File: src/rtl/owts_pkg.sv
// ----------------------------------------------------------------------------
// owts_pkg
// Shared types and constants of the one-wire thermometer sequencer.
// ----------------------------------------------------------------------------
`default_nettype none

package owts_pkg;

	localparam int SCRATCH_BYTES = 9;
	localparam int CRC_BYTES     = 8;
	localparam int RUN_DEPTH     = 4;

	localparam logic [2:0] OP_RESET     = 3'd0;
	localparam logic [2:0] OP_SAMPLE    = 3'd1;
	localparam logic [2:0] OP_LOOP      = 3'd2;
	localparam logic [2:0] OP_STOP      = 3'd3;
	localparam logic [2:0] OP_SUSPEND   = 3'd4;
	localparam logic [2:0] OP_BUS_DONE  = 3'd5;
	localparam logic [2:0] OP_TIMER     = 3'd6;
	localparam logic [2:0] OP_READ_BYTE = 3'd7;

	localparam logic [2:0] ACT_NONE     = 3'd0;
	localparam logic [2:0] ACT_WRITE    = 3'd1;
	localparam logic [2:0] ACT_READ9    = 3'd2;
	localparam logic [2:0] ACT_RELEASE  = 3'd3;
	localparam logic [2:0] ACT_TIMER    = 3'd4;
	localparam logic [2:0] ACT_TEMP     = 3'd5;
	localparam logic [2:0] ACT_CRC_ERR  = 3'd6;

	localparam logic [7:0] CMD_WRITE_PAD = 8'h4E;
	localparam logic [7:0] CMD_CONVERT   = 8'h44;
	localparam logic [7:0] CMD_READ_PAD  = 8'hBE;
	localparam logic [7:0] ALARM_HIGH    = 8'hC9;
	localparam logic [7:0] ALARM_LOW     = 8'h7D;
	localparam logic [7:0] CRC_POLY      = 8'h8C;

	localparam logic [7:0] RES_BYTE [4] = '{8'h1F, 8'h3F, 8'h5F, 8'h7F};

	typedef struct packed {
		logic [2:0]         action;
		logic [7:0]         wb;
		logic signed [19:0] temp;
	} res_t;

	typedef struct packed {
		logic [2:0]             cnt;
		logic                   busy;
		res_t [RUN_DEPTH-1:0]   ent;
	} run_t;

	function automatic logic [7:0] crc8_step(input logic [7:0] c, input logic [7:0] d);
		logic [7:0] r;
		r = c ^ d;
		for (int b = 0; b < 8; b++) begin
			r = r[0] ? ((r >> 1) ^ CRC_POLY) : (r >> 1);
		end
		return r;
	endfunction

endpackage

`default_nettype wire

File: src/rtl/onewire_thermometer_sequencer_top.sv
// ----------------------------------------------------------------------------
// onewire_thermometer_sequencer_top
// Readout sequencer for a one-wire digital thermometer.
//
// Channel   Direction  Handshake              Payload
// in        sink       in_valid / in_ready    opcode, byte_value
// out       source     out_valid / out_ready  action, write_byte, temperature,
//                                             busy_res, last_of_run
// cfg       sink       cfg_valid / cfg_ready  resolution_select
//
// An item enters the input register and is stepped into the result register
// as soon as that register can load; its first result then shows there.
// A run of k results occupies the result register until all are taken, so
// with out_ready high the rate is one item per cycle for single-result items,
// and a longer run holds off the next item until its last result is taken.
// Reset clears phase, flags, byte count and selects 12-bit resolution; the
// scratchpad is not cleared. With out_ready low one item waits in the input
// register and in_ready drops behind it.
// ----------------------------------------------------------------------------
`default_nettype none

module onewire_thermometer_sequencer_top import owts_pkg::*; (
	input  wire logic          clk,
	input  wire logic          arst_n,
	input  wire logic          in_valid,
	output logic               in_ready,
	input  wire logic [2:0]    opcode,
	input  wire logic [7:0]    byte_value,
	output logic               out_valid,
	input  wire logic          out_ready,
	output logic [2:0]         action,
	output logic [7:0]         write_byte,
	output logic signed [19:0] temperature,
	output logic               busy_res,
	output logic               last_of_run,
	input  wire logic          cfg_valid,
	output logic               cfg_ready,
	input  wire logic [1:0]    resolution_select
);

	logic       valid_s1;
	logic [2:0] opcode_s1;
	logic [7:0] byte_s1;
	logic       can_load;
	logic       advance;
	run_t       run;

	assign advance   = valid_s1 && can_load;
	assign in_ready  = !valid_s1 || advance;
	assign cfg_ready = 1'b1;

	always_ff @(posedge clk or negedge arst_n) begin
		if (!arst_n) begin
			valid_s1 <= 1'b0;
		end else if (in_valid && in_ready) begin
			valid_s1 <= 1'b1;
		end else if (advance) begin
			valid_s1 <= 1'b0;
		end
	end

	always_ff @(posedge clk) begin
		if (in_valid && in_ready) begin
			opcode_s1 <= opcode;
			byte_s1   <= byte_value;
		end
	end

	owts_core u_core (
		.clk     (clk),
		.arst_n  (arst_n),
		.cfg_we  (cfg_valid),
		.cfg_res (resolution_select),
		.step_en (advance),
		.op      (opcode_s1),
		.bv      (byte_s1),
		.run     (run)
	);

	owts_outbuf u_outbuf (
		.clk         (clk),
		.arst_n      (arst_n),
		.load        (advance),
		.run_in      (run),
		.can_load    (can_load),
		.out_valid   (out_valid),
		.out_ready   (out_ready),
		.action      (action),
		.write_byte  (write_byte),
		.temperature (temperature),
		.busy_res    (busy_res),
		.last_of_run (last_of_run)
	);

endmodule

`default_nettype wire

File: src/rtl/owts_core.sv
// ----------------------------------------------------------------------------
// owts_core
// Sequencer state, scratchpad and the per-item step logic that builds a run.
// ----------------------------------------------------------------------------
`default_nettype none

module owts_core import owts_pkg::*; (
	input  wire logic       clk,
	input  wire logic       arst_n,
	input  wire logic       cfg_we,
	input  wire logic [1:0] cfg_res,
	input  wire logic       step_en,
	input  wire logic [2:0] op,
	input  wire logic [7:0] bv,
	output run_t            run
);

	localparam logic [3:0] PH_IDLE       = 4'd0;
	localparam logic [3:0] PH_CFG        = 4'd1;
	localparam logic [3:0] PH_CFG_WAIT   = 4'd2;
	localparam logic [3:0] PH_CONV       = 4'd3;
	localparam logic [3:0] PH_CONV_WAIT  = 4'd4;
	localparam logic [3:0] PH_WAIT_START = 4'd5;
	localparam logic [3:0] PH_WAIT       = 4'd6;
	localparam logic [3:0] PH_REQ        = 4'd7;
	localparam logic [3:0] PH_REQ_WAIT   = 4'd8;
	localparam logic [3:0] PH_READ       = 4'd9;
	localparam logic [3:0] PH_READ_WAIT  = 4'd10;
	localparam logic [3:0] PH_PROCESS    = 4'd11;

	localparam logic [3:0] FL_RESET  = 4'b0001;
	localparam logic [3:0] FL_READY  = 4'b0010;
	localparam logic [3:0] FL_LOOP   = 4'b0100;
	localparam logic [3:0] FL_SAMPLE = 4'b1000;

	localparam logic [3:0] NUM_BYTES = 4'(SCRATCH_BYTES);

	logic [3:0] phase_q, phase_d;
	logic [3:0] flags_q, flags_d;
	logic [3:0] br_q, br_d;
	logic [1:0] res_sel_q;
	logic [7:0] store_q [SCRATCH_BYTES];
	logic [7:0] store_d [SCRATCH_BYTES];
	logic [7:0] crc;
	logic [2:0] n;
	logic       busy;
	res_t [RUN_DEPTH-1:0] ent;

	always_comb begin
		crc = 8'h00;
		for (int i = 0; i < CRC_BYTES; i++) begin
			crc = crc8_step(crc, store_q[i]);
		end
	end

	always_comb begin
		phase_d = phase_q;
		flags_d = flags_q;
		br_d    = br_q;
		store_d = store_q;
		n       = 3'd0;
		busy    = 1'b0;
		ent     = '0;

		case (op)
			OP_RESET:   flags_d = flags_q | FL_RESET;
			OP_SAMPLE:  flags_d = flags_q | FL_SAMPLE;
			OP_LOOP:    flags_d = flags_q | FL_LOOP;
			OP_STOP:    flags_d = flags_q & ~(FL_RESET | FL_LOOP | FL_SAMPLE);
			OP_SUSPEND: flags_d = flags_q & FL_RESET;
			OP_BUS_DONE: begin
				case (phase_q)
					PH_CFG_WAIT: begin
						flags_d = (flags_q & ~FL_RESET) | FL_READY;
						phase_d = PH_IDLE;
					end
					PH_CONV_WAIT: phase_d = PH_WAIT_START;
					PH_REQ_WAIT:  phase_d = PH_READ;
					PH_READ_WAIT: phase_d = PH_PROCESS;
					default: ;
				endcase
				if (phase_q != PH_REQ_WAIT) begin
					ent[0] = '{action: ACT_RELEASE, wb: 8'h00, temp: 20'sd0};
					n      = 3'd1;
				end
			end
			OP_TIMER: begin
				if (phase_q == PH_WAIT) begin
					phase_d = PH_REQ;
				end
			end
			default: begin
				if (phase_q == PH_READ_WAIT && br_q < NUM_BYTES) begin
					store_d[br_q] = bv;
					br_d          = br_q + 4'd1;
				end
			end
		endcase

		if (phase_d == PH_PROCESS) begin
			if (crc == store_q[CRC_BYTES]) begin
				ent[n[1:0]] = '{action: ACT_TEMP, wb: 8'h00,
					temp: {store_q[1], store_q[0], 4'h0}};
			end else begin
				ent[n[1:0]] = '{action: ACT_CRC_ERR, wb: 8'h00, temp: 20'sd0};
			end
			n       = n + 3'd1;
			flags_d = flags_d & ~FL_SAMPLE;
			phase_d = PH_IDLE;
		end

		if (phase_d == PH_IDLE || phase_d > PH_PROCESS) begin
			if ((flags_d & FL_RESET) != 4'b0) begin
				phase_d = PH_CFG;
			end else if ((flags_d & (FL_LOOP | FL_SAMPLE)) != 4'b0
					&& (flags_d & FL_READY) != 4'b0) begin
				phase_d = PH_CONV;
			end else begin
				phase_d = PH_IDLE;
			end
		end

		case (phase_d)
			PH_CFG: begin
				if (n == 3'd0) begin
					store_d[0] = CMD_WRITE_PAD;
					store_d[1] = ALARM_HIGH;
					store_d[2] = ALARM_LOW;
					store_d[3] = RES_BYTE[res_sel_q];
					ent[0] = '{action: ACT_WRITE, wb: CMD_WRITE_PAD, temp: 20'sd0};
					ent[1] = '{action: ACT_WRITE, wb: ALARM_HIGH, temp: 20'sd0};
					ent[2] = '{action: ACT_WRITE, wb: ALARM_LOW, temp: 20'sd0};
					ent[3] = '{action: ACT_WRITE, wb: RES_BYTE[res_sel_q], temp: 20'sd0};
					n       = 3'd4;
					flags_d = flags_d & ~FL_READY;
					phase_d = PH_CFG_WAIT;
					busy    = 1'b1;
				end
			end
			PH_CONV: begin
				ent[n[1:0]] = '{action: ACT_WRITE, wb: CMD_CONVERT, temp: 20'sd0};
				n       = n + 3'd1;
				phase_d = PH_CONV_WAIT;
				busy    = 1'b1;
			end
			PH_WAIT_START: begin
				ent[n[1:0]] = '{action: ACT_TIMER, wb: 8'h00, temp: 20'sd0};
				n       = n + 3'd1;
				phase_d = PH_WAIT;
			end
			PH_REQ: begin
				ent[n[1:0]] = '{action: ACT_WRITE, wb: CMD_READ_PAD, temp: 20'sd0};
				n       = n + 3'd1;
				phase_d = PH_REQ_WAIT;
				busy    = 1'b1;
			end
			PH_READ: begin
				ent[n[1:0]] = '{action: ACT_READ9, wb: 8'h00, temp: 20'sd0};
				n       = n + 3'd1;
				br_d    = 4'd0;
				phase_d = PH_READ_WAIT;
				busy    = 1'b1;
			end
			PH_CFG_WAIT, PH_CONV_WAIT, PH_REQ_WAIT, PH_READ_WAIT: busy = 1'b1;
			default: ;
		endcase

		if (n == 3'd0) begin
			ent[0] = '{action: ACT_NONE, wb: 8'h00, temp: 20'sd0};
			n      = 3'd1;
		end
	end

	assign run = '{cnt: n, busy: busy, ent: ent};

	always_ff @(posedge clk or negedge arst_n) begin
		if (!arst_n) begin
			phase_q   <= PH_IDLE;
			flags_q   <= 4'b0;
			br_q      <= 4'd0;
			res_sel_q <= 2'd3;
		end else begin
			if (step_en) begin
				phase_q <= phase_d;
				flags_q <= flags_d;
				br_q    <= br_d;
			end
			if (cfg_we) begin
				res_sel_q <= cfg_res;
			end
		end
	end

	always_ff @(posedge clk) begin
		if (step_en) begin
			store_q <= store_d;
		end
	end

endmodule

`default_nettype wire

File: src/rtl/owts_outbuf.sv
// ----------------------------------------------------------------------------
// owts_outbuf
// Result register that holds one run of up to four results and drains it.
// ----------------------------------------------------------------------------
`default_nettype none

module owts_outbuf import owts_pkg::*; (
	input  wire logic          clk,
	input  wire logic          arst_n,
	input  wire logic          load,
	input  wire run_t          run_in,
	output logic               can_load,
	output logic               out_valid,
	input  wire logic          out_ready,
	output logic [2:0]         action,
	output logic [7:0]         write_byte,
	output logic signed [19:0] temperature,
	output logic               busy_res,
	output logic               last_of_run
);

	res_t [RUN_DEPTH-1:0] ent_q;
	logic [2:0]           cnt_q;
	logic                 busy_q;
	logic [1:0]           idx_q;
	logic                 valid_q;
	logic [2:0]           last_idx;
	logic                 last;

	assign last_idx = cnt_q - 3'd1;
	assign last     = ({1'b0, idx_q} == last_idx);
	assign can_load = !valid_q || (out_ready && last);

	always_ff @(posedge clk or negedge arst_n) begin
		if (!arst_n) begin
			valid_q <= 1'b0;
			idx_q   <= 2'd0;
			cnt_q   <= 3'd1;
			busy_q  <= 1'b0;
		end else if (load) begin
			valid_q <= 1'b1;
			idx_q   <= 2'd0;
			cnt_q   <= run_in.cnt;
			busy_q  <= run_in.busy;
		end else if (valid_q && out_ready) begin
			if (last) begin
				valid_q <= 1'b0;
			end else begin
				idx_q <= idx_q + 2'd1;
			end
		end
	end

	always_ff @(posedge clk) begin
		if (load) begin
			ent_q <= run_in.ent;
		end
	end

	assign out_valid   = valid_q;
	assign action      = ent_q[idx_q].action;
	assign write_byte  = ent_q[idx_q].wb;
	assign temperature = ent_q[idx_q].temp;
	assign busy_res    = busy_q;
	assign last_of_run = last;

endmodule

`default_nettype wire

File: config.mk
export PLATFORM = sky130hd
export DESIGN_NAME = onewire_thermometer_sequencer_top
export DESIGN_NICKNAME = d
export VERILOG_FILES = /design/src/rtl/owts_pkg.sv /design/src/rtl/onewire_thermometer_sequencer_top.sv /design/src/rtl/owts_core.sv /design/src/rtl/owts_outbuf.sv
export SDC_FILE = /design/constraint.sdc
export NUM_CORES = 1
export LEC_CHECK = 0
export BUFFER_PORTS_ARGS = -buffer_cell sky130_fd_sc_hd__buf_2
export CAP_MARGIN = 20
export CORE_UTILIZATION = 64
export DETAILED_ROUTE_END_ITERATION = 8
export GPL_ROUTABILITY_DRIVEN = 0
export PLACE_DENSITY = 0.92
export SETUP_SLACK_MARGIN = 0.2
export SLEW_MARGIN = 20
export SYNTH_ARGS = -nofsm -noshare
export SYNTH_HDL_FRONTEND = slang
export SYNTH_HIERARCHICAL = 1
export SYNTH_SLANG_ARGS = --single-unit
File: constraint.sdc
create_clock -name clk -period 9.6 [get_ports clk]
set_clock_uncertainty 0.2 [all_clocks]
set_input_delay 1.44 -clock clk [delete_from_list [all_inputs] [get_ports clk]]
set_output_delay 1.44 -clock clk [all_outputs]
set_load 0.01 [all_outputs]
==> metrics <==
DR iter-0 viols=824; hold crit path type=reg -> reg; Endpoint, Worst Hold=u_outbuf/busy_res; # IOs=54; CP Max Fanout=33; Synth warnings=6; Total Routing Usage GR=25.9%; Critical R2R Capture=u_outbuf/ent_q[5]; RSZ-0062 raised after global routing=no; Rows=51; count of input and output buffers=52; fmax=0.156 GHz; DRT Pass-1 Iters=6; clock buffer depth=3; Chip Height=145 microns; max-cap viol count=0; Mean Syn Cell Area=13.9 sq um; CP bufs+invs=0; CP arrival=6.51 ns; Layout area overhead=7.46%; synthesized flop and latch total=229; register area share after synthesis=51.8%; R2R setup slack=3.18 ns; worst skew pair latency=0.54 ns; fin crit period=6.42 ns; dpl cells=1202; Async S/R FF share, synth=9.61%; Layout Cells excl Fill=1247; via count=7667; initial antenna violation count=1; Crit Path Class=reg -> reg; total CTS buffers=24; post-layout util=71.3%; Storage cell area=0.00677 sq mm; Yosys top cell by area=edfxtp_1; FILL cells=1171; worst r2r src=u_core/store_q[64]; clock-pin slew on the worst setup and hold paths=0.06 ns; Post-DRT Antenna Nets=0; Resize count post-CTS=0; CORE AREA=0.0197 sq mm; Multi-input gate area=0.00565 sq mm; worst r2r path cells=12; Routed wire per std cell=21.5 microns; period utilization=66.9%; final hold violations=0; Relative slew margins=32.2%; Final Instance Area=0.0140 sq mm; commonest non-fill, non-tap cell in the layout=edfxtp_1; most frequent cells in the layout=edfxtp_1 (207), xnor2_1 (91), nand2_1 (81), buf_2 (52), conb_1 (50); first-pass GRT wire length=42.1 mm; main flop type after synthesis=edfxtp_1; clock root cell=clkbuf_16; synthesized cell area=0.0131 sq mm; GR Overflow Total=0; CP dominant cell by count=xnor3_1; Synth top area share=47.5%; final setup violation count=0; dpl hpwl=17.7 mm; Hold Crit Depth=1; setup repair bufs after CTS=0; vias in the first global route=7649; CTS tree=done; layout cell share with drive strength beyond 1=17.9%; hold path start=u_outbuf/busy_res; final WL=26.8 mm; Slowest cell on crit path=xnor3_1; crit-path cells=xnor3_1 -> xnor2_1 -> xnor3_1 -> xor2_1 -> xnor3_1 -> xnor3_1 -> xnor3_2 -> xor3_1 -> nand3_1 -> a211oi_1 -> o2111ai_4 -> nor4_1; Slew @ Worst Pin=1.02 ns; width of the die=145 microns; hold buffers post-CTS=0; CP delay by family, top=XOR/XNOR gates; delay of the slowest cell on the worst path=0.58 ns; Mapped Cells=938; dominant cells by area after synthesis=edfxtp_1 (48%), xnor3_1 (6.5%), xnor2_1 (6.1%); area post-placement=0.0132 sq mm; pin count of the biggest net entering global routing=79; Setup TNS Final=0 ns; Initial Util=66.3%; DRC viols=0; synth unique cells=78; CP Launch Type=register; clk sinks=229; Avg Vias per Cell=6.15; Slew Viols, Final=0; status=finished, final reports clean; fin nets=991; Critical Path RT=9.69 ns; critical path endpoint category=register; die area=0.0210 sq mm; EDFF count, synth=207; H-tree depth=1
## area by class of cell
type | instances | share of cell area (%)
Clock buffer | 27 | 4.50
Multi-Input combinational cell | 615 | 40.2
Antenna cell | 1 | 0.0178
Sequential cell | 229 | 48.2
Tap cell | 265 | 2.36
Inverter | 35 | 0.935
Clock inverter | 17 | 1.60
Timing Repair Buffer | 58 | 2.17
## metrics by stage
step / hold WS, ns / setup WS [ns]
4_1_cts: 0.320 / 3.32
2_1_floorplan: 0.294 / 2.30
3_3_place_gp: 0.288 / 3.65
5_1_grt: 0.346 / 2.95
6_report: 0.318 / 3.18
3_5_place_dp: 0.305 / 3.39
## how the worst max path moves through the flow
stage | start | endpoint | slack [ns] | depth (start not counted)
floorplan | out_ready | register | 2.30 | 7
global placement | u_core/store_q[64] | u_outbuf/ent_q[41] | 3.65 | 12
detailed placement | u_core/store_q[64] | u_outbuf/ent_q[47] | 3.39 | 12
CTS | u_core/store_q[64] | u_outbuf/ent_q[5] | 3.32 | 12
global route | u_core/store_q[64] | u_outbuf/ent_q[18] | 2.95 | 12
finish | u_core/store_q[64] | u_outbuf/ent_q[5] | 3.18 | 12
## kinds of logic (layout without fill, tap and decap cells)
logic type | count (synthesis) | after routing | synth area share (%)
AO/OA/AOI/OAI | 82 | 82 | 4.26
flip-flops | 229 | 229 | 51.8
adder cells (fa/ha/maj) | 10 | 10 | 0.957
XOR/XNOR | 183 | 183 | 19.5
multiplexers | 70 | 70 | 8.48
buffers and inverters | 142 | 137 | 6.43
other | 2 | 51 | 0.0574
AND/OR/NAND/NOR | 220 | 220 | 8.49
## per-layer routing
metal  routed length (microns)  global-route usage, %
met5                         0                      0
met4                       875                   10.7
met3                      2020                   3.93
met2                     13600                   44.4
met1                     10300                   33.0
## synth_stat cells, types with 9 or more instances
cell type,count
and3_1,9
ha_1,10
clkbuf_1,20
edfxtp_1,207
nor3_1,11
mux4_2,31
nand3_1,13
o21ai_0,20
nor2_1,32
dfrtp_1,19
xor2_1,24
xnor2_1,91
xnor3_1,38
nor4_1,32
xor3_1,10
buf_4,68
xnor3_2,10
mux2i_1,32
nand2_1,81
a21oi_1,19
inv_1,33
Power is not shown: default switching activity piles up to over one toggle a cycle in this logic, so the estimate is an artifact.
